--- src/rtl/core/sttok_pkg.sv ---
// shared types, codes and byte classes for the schema text tokenizer
// used by every module under rtl/core; depends on nothing else
package sttok_pkg;

  localparam int unsigned QueueDepthDefault = 4;

  typedef enum logic [2:0] {
    KindSymbol = 3'd0,
    KindIdent  = 3'd1,
    KindNumber = 3'd2,
    KindOther  = 3'd3,
    KindEnd    = 3'd4
  } kind_e;

  typedef enum logic [2:0] {
    ModeIdle   = 3'd0,
    ModeIdent  = 3'd1,
    ModeSign   = 3'd2,
    ModeZero   = 3'd3,
    ModeDec    = 3'd4,
    ModeHex    = 3'd5,
    ModeSingle = 3'd6
  } mode_e;

  typedef enum logic {
    OpChar  = 1'b0,
    OpFlush = 1'b1
  } op_e;

  // one queue entry: the results caused by one request, at most a token byte and an end token
  typedef struct packed {
    logic       has_tok;
    logic [7:0] tok_byte;
    kind_e      tok_kind;
    logic       tok_first;
    logic       tok_last;
    logic       has_end;
  } entry_t;

  function automatic logic is_space(logic [7:0] c);
    return (c == 8'h20) || (c inside {[8'h09:8'h0d]});
  endfunction

  function automatic logic is_alpha(logic [7:0] c);
    return (c inside {[8'h61:8'h7a]}) || (c inside {[8'h41:8'h5a]});
  endfunction

  function automatic logic is_digit(logic [7:0] c);
    return c inside {[8'h30:8'h39]};
  endfunction

  function automatic logic is_hex(logic [7:0] c);
    return is_digit(c) || (c inside {[8'h61:8'h66]}) || (c inside {[8'h41:8'h46]});
  endfunction

  function automatic logic is_sym(logic [7:0] c);
    return c inside {8'h7b, 8'h7d, 8'h28, 8'h29, 8'h2f, 8'h2a, 8'h3b,
                     8'h2c, 8'h3c, 8'h3e, 8'h2e, 8'h7c, 8'h40};
  endfunction

  // mode after c when it continues the current token, idle when it does not
  function automatic mode_e extend_mode(mode_e mode, logic [7:0] c);
    mode_e res;
    res = ModeIdle;
    case (mode)
      ModeIdent: begin
        if (is_alpha(c) || is_digit(c) || c == 8'h5f || c == 8'h3a) res = ModeIdent;
      end
      ModeSign: begin
        if (c == 8'h30) res = ModeZero;
        else if (is_digit(c)) res = ModeDec;
      end
      ModeZero: begin
        if (c == 8'h78 || c == 8'h58) res = ModeHex;
        else if (is_digit(c)) res = ModeDec;
      end
      ModeDec: begin
        if (is_digit(c)) res = ModeDec;
      end
      ModeHex: begin
        if (is_hex(c)) res = ModeHex;
      end
      default: res = ModeIdle;
    endcase
    return res;
  endfunction

endpackage

--- src/rtl/core/sttok_front.sv ---
// front end: accepts requests, classes each byte and tracks the held byte
// depends on sttok_pkg; pushes result entries into sttok_queue
module sttok_front (
  input  logic                clk_i,
  input  logic                rst_ni,
  input  logic                in_valid_i,
  output logic                in_ready_o,
  input  logic                op_i,
  input  logic [7:0]          char_byte_i,
  input  logic                q_full_i,
  output logic                push_o,
  output sttok_pkg::entry_t   entry_o
);

  logic                  held_valid_q, held_valid_d;
  logic [7:0]            held_byte_q, held_byte_d;
  sttok_pkg::kind_e      held_kind_q, held_kind_d;
  logic                  held_first_q, held_first_d;
  sttok_pkg::mode_e      mode_q, mode_d;
  sttok_pkg::mode_e      next_mode;
  logic                  accept;

  assign in_ready_o = !q_full_i;
  assign accept     = in_valid_i && !q_full_i;
  assign next_mode  = held_valid_q ? sttok_pkg::extend_mode(mode_q, char_byte_i)
                                   : sttok_pkg::ModeIdle;

  always_comb begin
    held_valid_d = held_valid_q;
    held_byte_d  = held_byte_q;
    held_kind_d  = held_kind_q;
    held_first_d = held_first_q;
    mode_d       = mode_q;

    entry_o.has_tok   = held_valid_q;
    entry_o.tok_byte  = held_byte_q;
    entry_o.tok_kind  = held_kind_q;
    entry_o.tok_first = held_first_q;
    entry_o.tok_last  = 1'b1;
    entry_o.has_end   = 1'b0;

    if (op_i == sttok_pkg::OpFlush) begin
      entry_o.has_end = 1'b1;
      held_valid_d = 1'b0;
      held_byte_d  = 8'h00;
      held_kind_d  = sttok_pkg::KindSymbol;
      held_first_d = 1'b0;
      mode_d       = sttok_pkg::ModeIdle;
    end else if (next_mode != sttok_pkg::ModeIdle) begin
      // byte continues the held token
      entry_o.tok_last = 1'b0;
      held_byte_d  = char_byte_i;
      held_first_d = 1'b0;
      mode_d       = next_mode;
    end else if (sttok_pkg::is_space(char_byte_i)) begin
      held_valid_d = 1'b0;
      held_byte_d  = 8'h00;
      held_kind_d  = sttok_pkg::KindSymbol;
      held_first_d = 1'b0;
      mode_d       = sttok_pkg::ModeIdle;
    end else begin
      held_valid_d = 1'b1;
      held_byte_d  = char_byte_i;
      held_first_d = 1'b1;
      if (sttok_pkg::is_sym(char_byte_i)) begin
        held_kind_d = sttok_pkg::KindSymbol;
        mode_d      = sttok_pkg::ModeSingle;
      end else if (sttok_pkg::is_alpha(char_byte_i) || char_byte_i == 8'h5f) begin
        held_kind_d = sttok_pkg::KindIdent;
        mode_d      = sttok_pkg::ModeIdent;
      end else if (char_byte_i == 8'h2b || char_byte_i == 8'h2d) begin
        held_kind_d = sttok_pkg::KindNumber;
        mode_d      = sttok_pkg::ModeSign;
      end else if (char_byte_i == 8'h30) begin
        held_kind_d = sttok_pkg::KindNumber;
        mode_d      = sttok_pkg::ModeZero;
      end else if (sttok_pkg::is_digit(char_byte_i)) begin
        held_kind_d = sttok_pkg::KindNumber;
        mode_d      = sttok_pkg::ModeDec;
      end else begin
        held_kind_d = sttok_pkg::KindOther;
        mode_d      = sttok_pkg::ModeSingle;
      end
    end
  end

  assign push_o = accept && (entry_o.has_tok || entry_o.has_end);

  always_ff @(posedge clk_i or negedge rst_ni) begin
    if (!rst_ni) begin
      held_valid_q <= 1'b0;
      held_byte_q  <= 8'h00;
      held_kind_q  <= sttok_pkg::KindSymbol;
      held_first_q <= 1'b0;
      mode_q       <= sttok_pkg::ModeIdle;
    end else if (accept) begin
      held_valid_q <= held_valid_d;
      held_byte_q  <= held_byte_d;
      held_kind_q  <= held_kind_d;
      held_first_q <= held_first_d;
      mode_q       <= mode_d;
    end
  end

endmodule

--- src/rtl/core/sttok_queue.sv ---
// small queue of result entries between the front and back ends
// depends on sttok_pkg for the entry type
module sttok_queue #(
  parameter int unsigned Depth = sttok_pkg::QueueDepthDefault
) (
  input  logic              clk_i,
  input  logic              rst_ni,
  input  logic              push_i,
  input  sttok_pkg::entry_t entry_i,
  output logic              full_o,
  output logic              head_valid_o,
  output sttok_pkg::entry_t head_o,
  input  logic              pop_i
);

  localparam int unsigned PtrW = (Depth > 1) ? $clog2(Depth) : 1;
  localparam int unsigned CntW = $clog2(Depth + 1);

  sttok_pkg::entry_t     slots_q [Depth];
  logic [PtrW-1:0]       wr_ptr_q, wr_ptr_d;
  logic [PtrW-1:0]       rd_ptr_q, rd_ptr_d;
  logic [CntW-1:0]       count_q, count_d;
  logic                  do_push, do_pop;

  assign full_o       = (count_q == CntW'(Depth));
  assign head_valid_o = (count_q != '0);
  assign head_o       = slots_q[rd_ptr_q];
  assign do_push      = push_i && !full_o;
  assign do_pop       = pop_i && head_valid_o;

  always_comb begin
    wr_ptr_d = wr_ptr_q;
    rd_ptr_d = rd_ptr_q;
    count_d  = count_q;
    if (do_push) begin
      wr_ptr_d = (wr_ptr_q == PtrW'(Depth - 1)) ? '0 : wr_ptr_q + PtrW'(1);
    end
    if (do_pop) begin
      rd_ptr_d = (rd_ptr_q == PtrW'(Depth - 1)) ? '0 : rd_ptr_q + PtrW'(1);
    end
    if (do_push && !do_pop) count_d = count_q + CntW'(1);
    else if (do_pop && !do_push) count_d = count_q - CntW'(1);
  end

  always_ff @(posedge clk_i or negedge rst_ni) begin
    if (!rst_ni) begin
      wr_ptr_q <= '0;
      rd_ptr_q <= '0;
      count_q  <= '0;
    end else begin
      wr_ptr_q <= wr_ptr_d;
      rd_ptr_q <= rd_ptr_d;
      count_q  <= count_d;
    end
  end

  always_ff @(posedge clk_i) begin
    if (do_push) slots_q[wr_ptr_q] <= entry_i;
  end

endmodule

--- src/rtl/core/sttok_back.sv ---
// back end: splits queue entries into single results and drives the output register
// depends on sttok_pkg; pops entries from sttok_queue
module sttok_back (
  input  logic              clk_i,
  input  logic              rst_ni,
  input  logic              head_valid_i,
  input  sttok_pkg::entry_t head_i,
  output logic              pop_o,
  output logic              out_valid_o,
  input  logic              out_ready_i,
  output logic [7:0]        out_byte_o,
  output logic [2:0]        kind_o,
  output logic              token_first_o,
  output logic              token_last_o,
  output logic              last_o
);

  logic             out_valid_q, out_valid_d;
  logic [7:0]       byte_q, byte_d;
  sttok_pkg::kind_e kind_q, kind_d;
  logic             first_q, first_d;
  logic             tlast_q, tlast_d;
  logic             last_q, last_d;
  // set once the token byte of a two-result entry is loaded into the output register
  logic             phase_q, phase_d;
  logic             load;
  logic             send_tok;

  assign load     = !out_valid_q || out_ready_i;
  assign send_tok = head_i.has_tok && !phase_q;

  always_comb begin
    out_valid_d = out_valid_q && !out_ready_i;
    byte_d      = byte_q;
    kind_d      = kind_q;
    first_d     = first_q;
    tlast_d     = tlast_q;
    last_d      = last_q;
    phase_d     = phase_q;
    pop_o       = 1'b0;
    if (load && head_valid_i) begin
      out_valid_d = 1'b1;
      if (send_tok) begin
        byte_d  = head_i.tok_byte;
        kind_d  = head_i.tok_kind;
        first_d = head_i.tok_first;
        tlast_d = head_i.tok_last;
        last_d  = !head_i.has_end;
        phase_d = head_i.has_end;
        pop_o   = !head_i.has_end;
      end else begin
        byte_d  = 8'h00;
        kind_d  = sttok_pkg::KindEnd;
        first_d = 1'b1;
        tlast_d = 1'b1;
        last_d  = 1'b1;
        phase_d = 1'b0;
        pop_o   = 1'b1;
      end
    end
  end

  always_ff @(posedge clk_i or negedge rst_ni) begin
    if (!rst_ni) begin
      out_valid_q <= 1'b0;
      phase_q     <= 1'b0;
    end else begin
      out_valid_q <= out_valid_d;
      phase_q     <= phase_d;
    end
  end

  always_ff @(posedge clk_i) begin
    byte_q  <= byte_d;
    kind_q  <= kind_d;
    first_q <= first_d;
    tlast_q <= tlast_d;
    last_q  <= last_d;
  end

  assign out_valid_o   = out_valid_q;
  assign out_byte_o    = byte_q;
  assign kind_o        = kind_q;
  assign token_first_o = first_q;
  assign token_last_o  = tlast_q;
  assign last_o        = last_q;

endmodule

--- src/rtl/core/schema_text_tokenizer.sv ---
// top level of the schema text tokenizer: front end, result queue, back end
// depends on sttok_pkg, sttok_front, sttok_queue and sttok_back
//
// input channel (in_valid_i/in_ready_o): one request per byte, op_i = 0 carries
// char_byte_i, op_i = 1 marks end of input. one request is taken per cycle while in_ready_o is high.
// output channel (out_valid_o/out_ready_i): one token byte or end token per
// transfer, with kind, token_first, token_last and last flags.
// a source byte is held back until the next request shows whether it ends
// its token, so its result leaves with that next request.
// results of a request pass through the result queue into the output register.
// a byte request gives zero or one result, an end request one or two results,
// the token byte before the end token.
// throughput: one request per cycle while the output is taken every cycle;
// an end request with a held byte gives two output transfers.
// when the receiver stalls, the queue (QueueDepth entries) absorbs requests;
// in_ready_o drops only when it is full.
// reset empties the queue and output register and clears the held byte.
module schema_text_tokenizer #(
  parameter int unsigned QueueDepth = sttok_pkg::QueueDepthDefault
) (
  input  logic       clk_i,
  input  logic       rst_ni,
  input  logic       in_valid_i,
  output logic       in_ready_o,
  input  logic       op_i,
  input  logic [7:0] char_byte_i,
  output logic       out_valid_o,
  input  logic       out_ready_i,
  output logic [7:0] out_byte_o,
  output logic [2:0] kind_o,
  output logic       token_first_o,
  output logic       token_last_o,
  output logic       last_o
);

  logic              q_full;
  logic              push;
  sttok_pkg::entry_t push_entry;
  logic              head_valid;
  sttok_pkg::entry_t head;
  logic              pop;

  sttok_front u_front (
    .clk_i       (clk_i),
    .rst_ni      (rst_ni),
    .in_valid_i  (in_valid_i),
    .in_ready_o  (in_ready_o),
    .op_i        (op_i),
    .char_byte_i (char_byte_i),
    .q_full_i    (q_full),
    .push_o      (push),
    .entry_o     (push_entry)
  );

  sttok_queue #(
    .Depth (QueueDepth)
  ) u_queue (
    .clk_i        (clk_i),
    .rst_ni       (rst_ni),
    .push_i       (push),
    .entry_i      (push_entry),
    .full_o       (q_full),
    .head_valid_o (head_valid),
    .head_o       (head),
    .pop_i        (pop)
  );

  sttok_back u_back (
    .clk_i         (clk_i),
    .rst_ni        (rst_ni),
    .head_valid_i  (head_valid),
    .head_i        (head),
    .pop_o         (pop),
    .out_valid_o   (out_valid_o),
    .out_ready_i   (out_ready_i),
    .out_byte_o    (out_byte_o),
    .kind_o        (kind_o),
    .token_first_o (token_first_o),
    .token_last_o  (token_last_o),
    .last_o        (last_o)
  );

endmodule

--- config.mk ---
export PLATFORM = sky130hd
export DESIGN_NAME = schema_text_tokenizer
export DESIGN_NICKNAME = d
export VERILOG_FILES = /design/src/rtl/core/sttok_pkg.sv /design/src/rtl/core/sttok_front.sv /design/src/rtl/core/sttok_queue.sv /design/src/rtl/core/sttok_back.sv /design/src/rtl/core/schema_text_tokenizer.sv
export SDC_FILE = /design/constraint.sdc
export NUM_CORES = 1
export LEC_CHECK = 0
export BUFFER_PORTS_ARGS = -buffer_cell sky130_fd_sc_hd__buf_2
export CAP_MARGIN = 5
export CORE_UTILIZATION = 36
export DETAILED_ROUTE_END_ITERATION = 8
export GPL_TIMING_DRIVEN = 0
export PLACE_DENSITY_LB_ADDON = 0.08
export SLEW_MARGIN = 20
export SYNTH_ARGS = -nofsm -noshare
export SYNTH_HDL_FRONTEND = slang
export SYNTH_HIERARCHICAL = 1
export SYNTH_SLANG_ARGS = --single-unit
--- constraint.sdc ---
create_clock -name clk_i -period 2.7 [get_ports clk_i]
set_input_delay 0.135 -clock clk_i [delete_from_list [all_inputs] [get_ports clk_i]]
set_output_delay 0.135 -clock clk_i [all_outputs]
set_load 0.01 [all_outputs]
* Yosys cells after proc, flatten, opt, wreduce, memory -nomap -nowiden *
Memories as Yosys holds them, arrays and structs flattened.
Cells that the tools add are included.

operators by class
  multiplexer cells = 44
  reductions and logical operators = 39
  equality and inequality tests = 30
  divide/modulo/power cells = 0
  $add $sub $neg = 4
  shift operators = 0
  order comparisons = 10
  bitwise operators = 0
  multiply operators = 0

operators with widths
  kind                                                                               count
  8-bit by 6-bit equality test with 1-bit output (second input constant)             14
  3-bit 2-to-1 mux                                                                   21
  8-bit by 7-bit equality test with 1-bit output (second input constant)             7
  8-bit by 7-bit less-or-equal comparator with 1-bit output (second input constant)  4
  8-bit 2-to-1 mux                                                                   3
  8-bit by 7-bit >= comparator with 1-bit output (second input constant)             2
  1-bit 2-to-1 mux                                                                   16
  1-bit logical AND                                                                  15
  3-bit one-hot mux with 5 select lines                                              1
  13-bit nonzero test                                                                1
  1-bit logical OR                                                                   12
  3-bit equality test (second input constant)                                        3
  8-bit by 4-bit >= comparator with 1-bit output (second input constant)             1
  8-bit by 6-bit >= comparator with 1-bit output (second input constant)             1
  8-bit by 4-bit less-or-equal comparator with 1-bit output (second input constant)  1
  8-bit by 6-bit less-or-equal comparator with 1-bit output (second input constant)  1
  1-bit zero test                                                                    7
  3-bit by 2-bit equality test with 1-bit output (second input constant)             2
  2-bit 2-to-1 mux                                                                   3
  3-bit nonzero test                                                                 2
  2-bit by 1-bit adder with 2-bit output (second input constant)                     2
  2-bit equality test (second input constant)                                        2
  3-bit by 1-bit adder with 3-bit output (second input constant)                     1
  3-bit by 1-bit equality test with 1-bit output (second input constant)             1
  4 further kinds                                                                    4

word-level totals
  register bits after elaboration = 39
  logic and storage cells = 143
  bits in read-only memories = 0
  memories kept = 1
  input port bits = 13
  latch bits = 0
  bits in writable memories = 60

memories
  name             words  width  read ports  clocked after memory_dff  write ports  RTL line           RTL
  u_queue.slots_q  4      15     1           0                         1            sttok_queue.sv:19  sttok_pkg::entry_t slots_q [Depth];

* Longest topological paths before layout *
Gate-level depths: netlist of run 1.

  word-level depth = 12
  gate-level depth with buffers = 13

* Cells and area by module *
The synthesis of run 1 kept the hierarchy.

by module, submodules not included
  module       area an instance (um2)  cells an instance  times used
  sttok_queue  2673.8                  116                1
  sttok_front  1233.7                  154                1
  sttok_back   619.3                   39                 1

* Worst setup path after synthesis of run 1 *
OpenSTA, ideal clock, no wires.

  kind = reg2reg
  from = register u_queue.rd_ptr_q[0]
  to = register u_queue.count_q[1]
  stages on the path, launching flop included = 11
  arrival = 2.516 ns
  buffers on the path = 2
  path slack = 0.059 ns
  data required time = 2.575 ns
  cells stage by stage = dfrtp_1 -> buf_6 -> mux4_1 -> nor2b_4 -> buf_6 -> a21oi_1 -> nand2_4 -> ha_1 -> inv_1 -> fa_1 -> mux2_2

RTL lines
  item                    RTL line           RTL
  start, declared         sttok_queue.sv:21  logic [PtrW-1:0] rd_ptr_q, rd_ptr_d;
  start signal, assigned  sttok_queue.sv:52  rd_ptr_q <= rd_ptr_d;
  end signal, assigned    sttok_queue.sv:53  count_q <= count_d;
  end, declared           sttok_queue.sv:22  logic [CntW-1:0] count_q, count_d;

==> flow_summary.ini, run 1 <==
[clock_tree]
root_buffer = clkbuf_16
cts.sinks = 98
cts_max_level = 3
cts_max_path_buffers = 2
clk_pin_slew_worst_paths_ns = 0.06
clock_latency_ns = 0.34
cts_tree = done
cts_made_buffers = 9

[yosys]
synth_area_leaders = edfxtp_1 49%, dfrtp_1 13%, mux4_2 6.0%
synth.distinct_cells = 69
syn_inst = 309
async_flop_share_pct = 24.5
syn-mean-instance-area_um2 = 14.6
synth_flop_cell = edfxtp_1
yosysTopAreaCell = edfxtp_1
syn-num-nets = 329
seq_area_frac_synth_pct = 62.4
yosysTopAreaCellShare_pct = 49.1
synth_area_um2 = 4530
ys_warn_count = 6
ys_seq_elements = 98
synth-edff-count = 74

[grt]
grt_pass1_vias = 2538
grt_max_degree = 25
globalRouteOverflowTotal = 0
grt_pass1_wl_um = 14000
antenna_found_initial = 0
grt_use_total_pct = 14.5

[power]
power_frac_comb_pct = 31.3
switchingPower_mw = 1.52
p_per_area_nw_per_um2 = 987
swShare_pct = 29.6
clkPwrFrac_pct = 24.0
p_seq_share_pct = 44.7
p_int_mw = 3.62
cellLeakagePower_nw = 1.90
peakVddDrop_uv = 370

[place]
gp_congestion = 0.802
io_buffers = 27
placed_cells = 504
hpwl_um = 5930

[setup_path]
arrival_ns = 2.84
critPathMaxFanout = 10
cp_data_required_time_ns = 2.93
crit_type = flip-flop to flip-flop
critical_path.startpoint_type = flip-flop
end_kind = flip-flop

[sta]
finalCriticalPeriod_ns = 2.61
max_slew_margin_pct = 58.4
period_share_pct = 96.6
holdWs_ns = 0.0882
finalSetupViolCount = 0
slew_violations = 0
hold_violations = 0
max_freq_ghz = 0.383
worstMarginPinSlew_ns = 0.624
grt_setup_unrepaired = no
finClkSkew_ns = 0.00628

[hold_path]
hp-class = input pin to flip-flop

[detailed_routing]
num_vias = 2574
drtIter0Drc = 155
wire_per_inst_um = 16.6
viasPerCell = 4.92
antenna_left = 0
first_pass_iters = 4
drc = 0
routed_wl_um = 8690

[final_layout]
final_cell_mix = 74 x edfxtp_1, 31 x buf_2, 26 x nand2_1, 24 x dfrtp_1, 13 x mux4_2
mostFrequentLayoutCell = edfxtp_1
nets = 370
drive_gt1_share_pct = 26.5
syn_to_final_growth_pct = 15.0
n_fill_cell = 1162
antenna-diode-count = 0
instances_no_fill = 523

[die]
start_util_pct = 37.4
dieArea_um2 = 13000
core-area_um2 = 12100
rows = 40
ios = 29
die_w_um = 114
die_h_um = 114

[job]
cap_violations = 0

[status]
status = finished clean
==> registers in the layout (all words and copies together), names as in the netlist <==
| name | flops |
|---|---|
| u_front/mode_q | 3 |
| u_front/held_byte_q | 8 |
| u_front/held_kind_q | 2 |
| u_back/token_last_o | 1 |
| u_queue/rd_ptr_q | 2 |
| u_queue/wr_ptr_q | 2 |
| u_back/out_byte_o | 8 |
| u_back/out_valid_o | 1 |
| u_back/token_first_o | 1 |
| u_back/phase_q | 1 |
| u_back/kind_o | 3 |
| u_front/held_valid_q | 1 |
| u_queue/slots_q | 60 |
| u_queue/count_q | 3 |
| u_back/last_o | 1 |
| u_front/held_first_q | 1 |
==> layer usage <==
layer	GRT usage [%]	vias to the layer above	routed length (um)
met1	19.6	1265	4230
met5	0	-	0
met3	3.34	12	297
met2	23.0	53	3980
li1	-	1244	-
met4	5.54	0	178
==> power by group through the flow <==
stage	clock network (mW)	registers (mW)	logic, mW
after floorplan	0	2.34	1.12
after global placement	0	2.31	1.57
after detailed placement	0	2.33	1.57
after CTS	1.26	2.30	1.62
after global routing	1.34	2.34	1.78
final	1.23	2.30	1.61
==> metrics by stage <==
stage / TNS (ns) / cell area (um^2) / power, mW / worst slack, ns / utilization, %
6_report: 0 / 5200 / 5.14 / 0.0919 / 43.0
5_1_grt: 0 / 5200 / 5.46 / 0.0149 / 43.0
4_1_cts: 0 / 5190 / 5.19 / 0.00767 / 42.9
3_5_place_dp: -0.548 / 4870 / 3.91 / -0.342 / 40.2
3_3_place_gp: -0.515 / 4870 / 3.88 / -0.318 / 40.2
2_1_floorplan: 0 / 4530 / 3.46 / 0.0589 / -
==> layout make-up <==
type	instances	area (um^2)	share of cell area [%]
tap	168	210	4.04
clock buffer	9	225	4.33
buffer	19	130	2.50
timing repair buffer	31	168	3.22
multi-input combinational	180	1550	29.7
inverter	11	41.3	0.793
sequential	98	2820	54.2
clock inverter	7	60.1	1.15
==> timing repair <==
| item | CTS | global route |
|---|---|---|
| setup buffers | 3 | 0 |
| cloned | 0 | 0 |
| resized for setup | 2 | 4 |
| setup endpoints to repair | 2 | 2 |
| hold buffers | 1 | 0 |
| endpoints found under the hold margin | 24 | 0 |
==> cells by family after synthesis <==
group / Yosys count / synth area share (%)
DFF: 98 / 62.4
and+or+nand+nor: 98 / 13.2
AOI/OAI and AO/OA: 47 / 7.41
buffers and inverters: 31 / 3.87
muxes: 23 / 10.2
adders and majority gates: 7 / 2.10
xor gates and xnor gates: 4 / 0.774
other: 1 / 0.0828
==> worst max-delay path, cell delays in order (launching register included) <==
cell and delay (ns):
dfrtp_1 0.38, buf_6 0.12, mux4_2 0.51, nor2b_4 0.16
buf_6 0.14, a21oi_4 0.16, nand2_4 0.09, ha_1 0.21
inv_1 0.07, fa_1 0.40, mux2_2 0.26
==> synth_stat cells, types with 2 or more instances <==
library cell / instances
edfxtp_1: 74
nand2_1: 27
dfrtp_1: 24
mux4_2: 12
and2_1: 11
inv_1: 10
nand2b_1: 10
nor2_1: 9
clkbuf_1: 8
o21ai_0: 8
nor2b_1: 7
ha_1: 6
mux2_4: 6
o21ai_1: 5
a21oi_1: 4
and2_2: 4
buf_2: 4
buf_4: 4
nor4_1: 4
o31ai_1: 4
buf_6: 3
mux4_1: 3
o22ai_1: 3
xor2_1: 3
a211oi_1: 2
a31o_1: 2
a31oi_1: 2
nand3_1: 2
nand3b_1: 2
nand4bb_1: 2
nor3_1: 2
o211ai_1: 2
o22a_1: 2
o41ai_1: 2
or3_1: 2
==> worst paths after layout <==
path | slack, ns | cells past startpoint | to | from
setup / recovery | 0.09 | 10 | u_queue/count_q[1]$_DFFE_PN0P_ | u_queue/rd_ptr_q[0]$_DFFE_PN0P_
hold / removal | 0.09 | 3 | u_back/out_valid_o$_DFF_PN0_ | out_ready_i
setup reg to reg | 0.09 | 10 | u_queue/count_q[1]$_DFFE_PN0P_ | u_queue/rd_ptr_q[0]$_DFFE_PN0P_
hold reg to reg | 0.51 | 1 | u_queue/count_q[2]$_DFFE_PN0P_ | u_queue/count_q[2]$_DFFE_PN0P_
max in group asynchronous | 1.95 | 2 | u_back/out_valid_o$_DFF_PN0_ | rst_ni
min in group asynchronous | 0.34 | 2 | u_queue/wr_ptr_q[1]$_DFFE_PN0P_ | rst_ni
Power figures use the tool's default switching activity.
==> run 2, diff against run 1 <==
Settings changed: BUFFER_PORTS_ARGS -buffer_cell sky130_fd_sc_hd__buf_2 to -buffer_cell sky130_fd_sc_hd__clkbuf_2, CORE_MARGIN from default to 2.
==> run 2 against run 1 <==
Compared with the run above: sequential share of layout area down 0.18 points; total power up 0.77%; non-clock buffer count unchanged; final area up 0.34%; critical path depth unchanged; via count up 2.1%; global-route usage down 0.47 points; wire length up 0.61%.
==> flow_summary.ini, run 2 (same netlist as run 1, synthesis figures left out) <==
[detailed_routing]
first_pass_iters = 4
num_vias = 2629
drtIter0Drc = 133
viasPerCell = 5.03
routed_wl_um = 8740
wire_per_inst_um = 16.7
antenna_left = 0
drc = 0

[setup_path]
critPathMaxFanout = 10
crit_chain = buf_6 -> mux4_1 -> nor2b_4 -> buf_6 -> a21oi_4 -> nand2_4 -> ha_2 -> inv_1 -> fa_1 -> mux2_2
worst_path_most_repeated_cell = buf_6
cp_slowest_cell = mux4_1
cpLargestDelayFamily = multiplexers
arrival_ns = 2.80
end_kind = flip-flop
crit_buf_inv = 3
cp_data_required_time_ns = 2.92
crit_type = flip-flop to flip-flop
max_stage_delay_ns = 0.55
critical_path.startpoint_type = flip-flop

[sta]
slew_violations = 0
finClkSkew_ns = 0.00850
finalSetupViolCount = 0
period_share_pct = 95.4
finalCriticalPeriod_ns = 2.58
hold_violations = 0
grt_setup_unrepaired = no
worstMarginPinSlew_ns = 0.642
max_freq_ghz = 0.388
max_slew_margin_pct = 57.2
fin_setup_tns_ns = 0

[clock_tree]
cts_made_buffers = 9
clock_latency_ns = 0.34
cts_tree = done
cts.sinks = 98
cts_max_path_buffers = 2
cts_max_level = 3
clk_pin_slew_worst_paths_ns = 0.06
root_buffer = clkbuf_16

[status]
status = finished clean

[final_layout]
instances_no_fill = 523
nets = 370
multi_input_area_um2 = 1550
ff_latch_area_um2 = 2820
drive_gt1_share_pct = 26.5
mostFrequentLayoutCell = edfxtp_1
utilization_pct = 42.9
antenna-diode-count = 0
final_area_um2 = 5220
n_fill_cell = 1117
final_cell_mix = 74 x edfxtp_1, 27 x clkbuf_2, 26 x nand2_1, 24 x dfrtp_1, 13 x mux4_2
syn_to_final_growth_pct = 15.4
top_register = u_queue/slots_q
largest_reg_flops = 60

[die]
ios = 29
rows = 40
dieArea_um2 = 13500
die_h_um = 116
core-area_um2 = 12200
die_w_um = 116
start_util_pct = 37.2

[place]
hpwl_um = 5920
io_buffers = 27
gp_congestion = 0.794
placed_area_um2 = 4870
placed_cells = 504

[power]
peakVddDrop_uv = 346
cellLeakagePower_nw = 1.91
total_power_mw = 5.18
p_per_area_nw_per_um2 = 991

[job]
cap_violations = 0

[grt]
grt_max_degree = 25
antenna_found_initial = 0
grt_pass1_vias = 2659
globalRouteOverflowTotal = 0
grt_use_total_pct = 14.1
grt_pass1_wl_um = 14200

[hold_path]
hp-class = input pin to flip-flop
## run 2: cell count changes in the layout (fill, tap and decap cells not counted), sizes merged
cell / change
clkbuf: +33
buf: -27
clkinv: -4
clkinvlp: -1
bufinv: -1
## run 2: cell type report
type                       instances  share of cell area (%)
buffer                            19                    2.49
clock buffer                      15                    5.73
clock inverter                     1                  0.0958
inverter                          11                   0.791
multi-input combinational        180                    29.6
sequential                        98                    54.0
tap                              168                    4.02
timing repair buffer              31                    3.21
## run 2: repair_timing
| action | in CTS | in global routing |
|---|---|---|
| hold endpoints to repair | 24 | 0 |
| pin swaps | 0 | 2 |
| buffers inserted | 1 | 2 |
| setup endpoints to repair | 2 | 2 |
| hold buffers | 1 | 0 |
| resized for setup | 3 | 3 |
## run 2: stage by stage
| step | worst slack (ns) | hold WS [ns] |
|---|---|---|
| 2_1_floorplan | 0.0589 | -0.161 |
| 3_3_place_gp | -0.347 | 0.191 |
| 3_5_place_dp | -0.344 | 0.204 |
| 4_1_cts | 0.0191 | 0.0638 |
| 5_1_grt | 0.0119 | 0.0975 |
| 6_report | 0.124 | 0.0769 |
## run 2: path summary, 6_finish.rpt
path	from	depth (start not counted)	slack [ns]	end
max	u_queue/rd_ptr_q[0]$_DFFE_PN0P_	10	0.12	u_queue/count_q[1]$_DFFE_PN0P_
min	out_ready_i	3	0.08	u_back/out_valid_o$_DFF_PN0_
max reg2reg	u_queue/rd_ptr_q[0]$_DFFE_PN0P_	10	0.12	u_queue/count_q[1]$_DFFE_PN0P_
min reg2reg	u_queue/count_q[2]$_DFFE_PN0P_	1	0.49	u_queue/count_q[2]$_DFFE_PN0P_
max in group asynchronous	rst_ni	2	1.92	u_back/phase_q$_DFFE_PN0P_
min in group asynchronous	rst_ni	2	0.36	u_front/held_byte_q[0]$_DFFE_PN0P_
## run 2: report_power, final
part           internal, mW  total [mW]  switching (mW)
Combinational         0.817        1.61           0.795
Sequential             2.10        2.31           0.205
Clock                 0.756        1.26           0.502
## run 2: per-layer routing
| layer | share of wire [%] | up-vias | global-route usage, % |
|---|---|---|---|
| met4 | 2.2 | 0 | 6.98 |
| met1 | 47 | 1316 | 18.6 |
| met3 | 2.4 | 13 | 1.76 |
| li1 | - | 1251 | - |
| met5 | 0 | - | 0 |
| met2 | 48 | 49 | 23.1 |
## run 2: worst register-to-register path, cell delays in order (launching register included)
cell and delay (ns):
dfrtp_1 0.36, buf_6 0.11, mux4_1 0.55, nor2b_4 0.16, buf_6 0.14, a21oi_4 0.14, nand2_4 0.09, ha_2 0.19
inv_1 0.06, fa_1 0.40, mux2_2 0.27
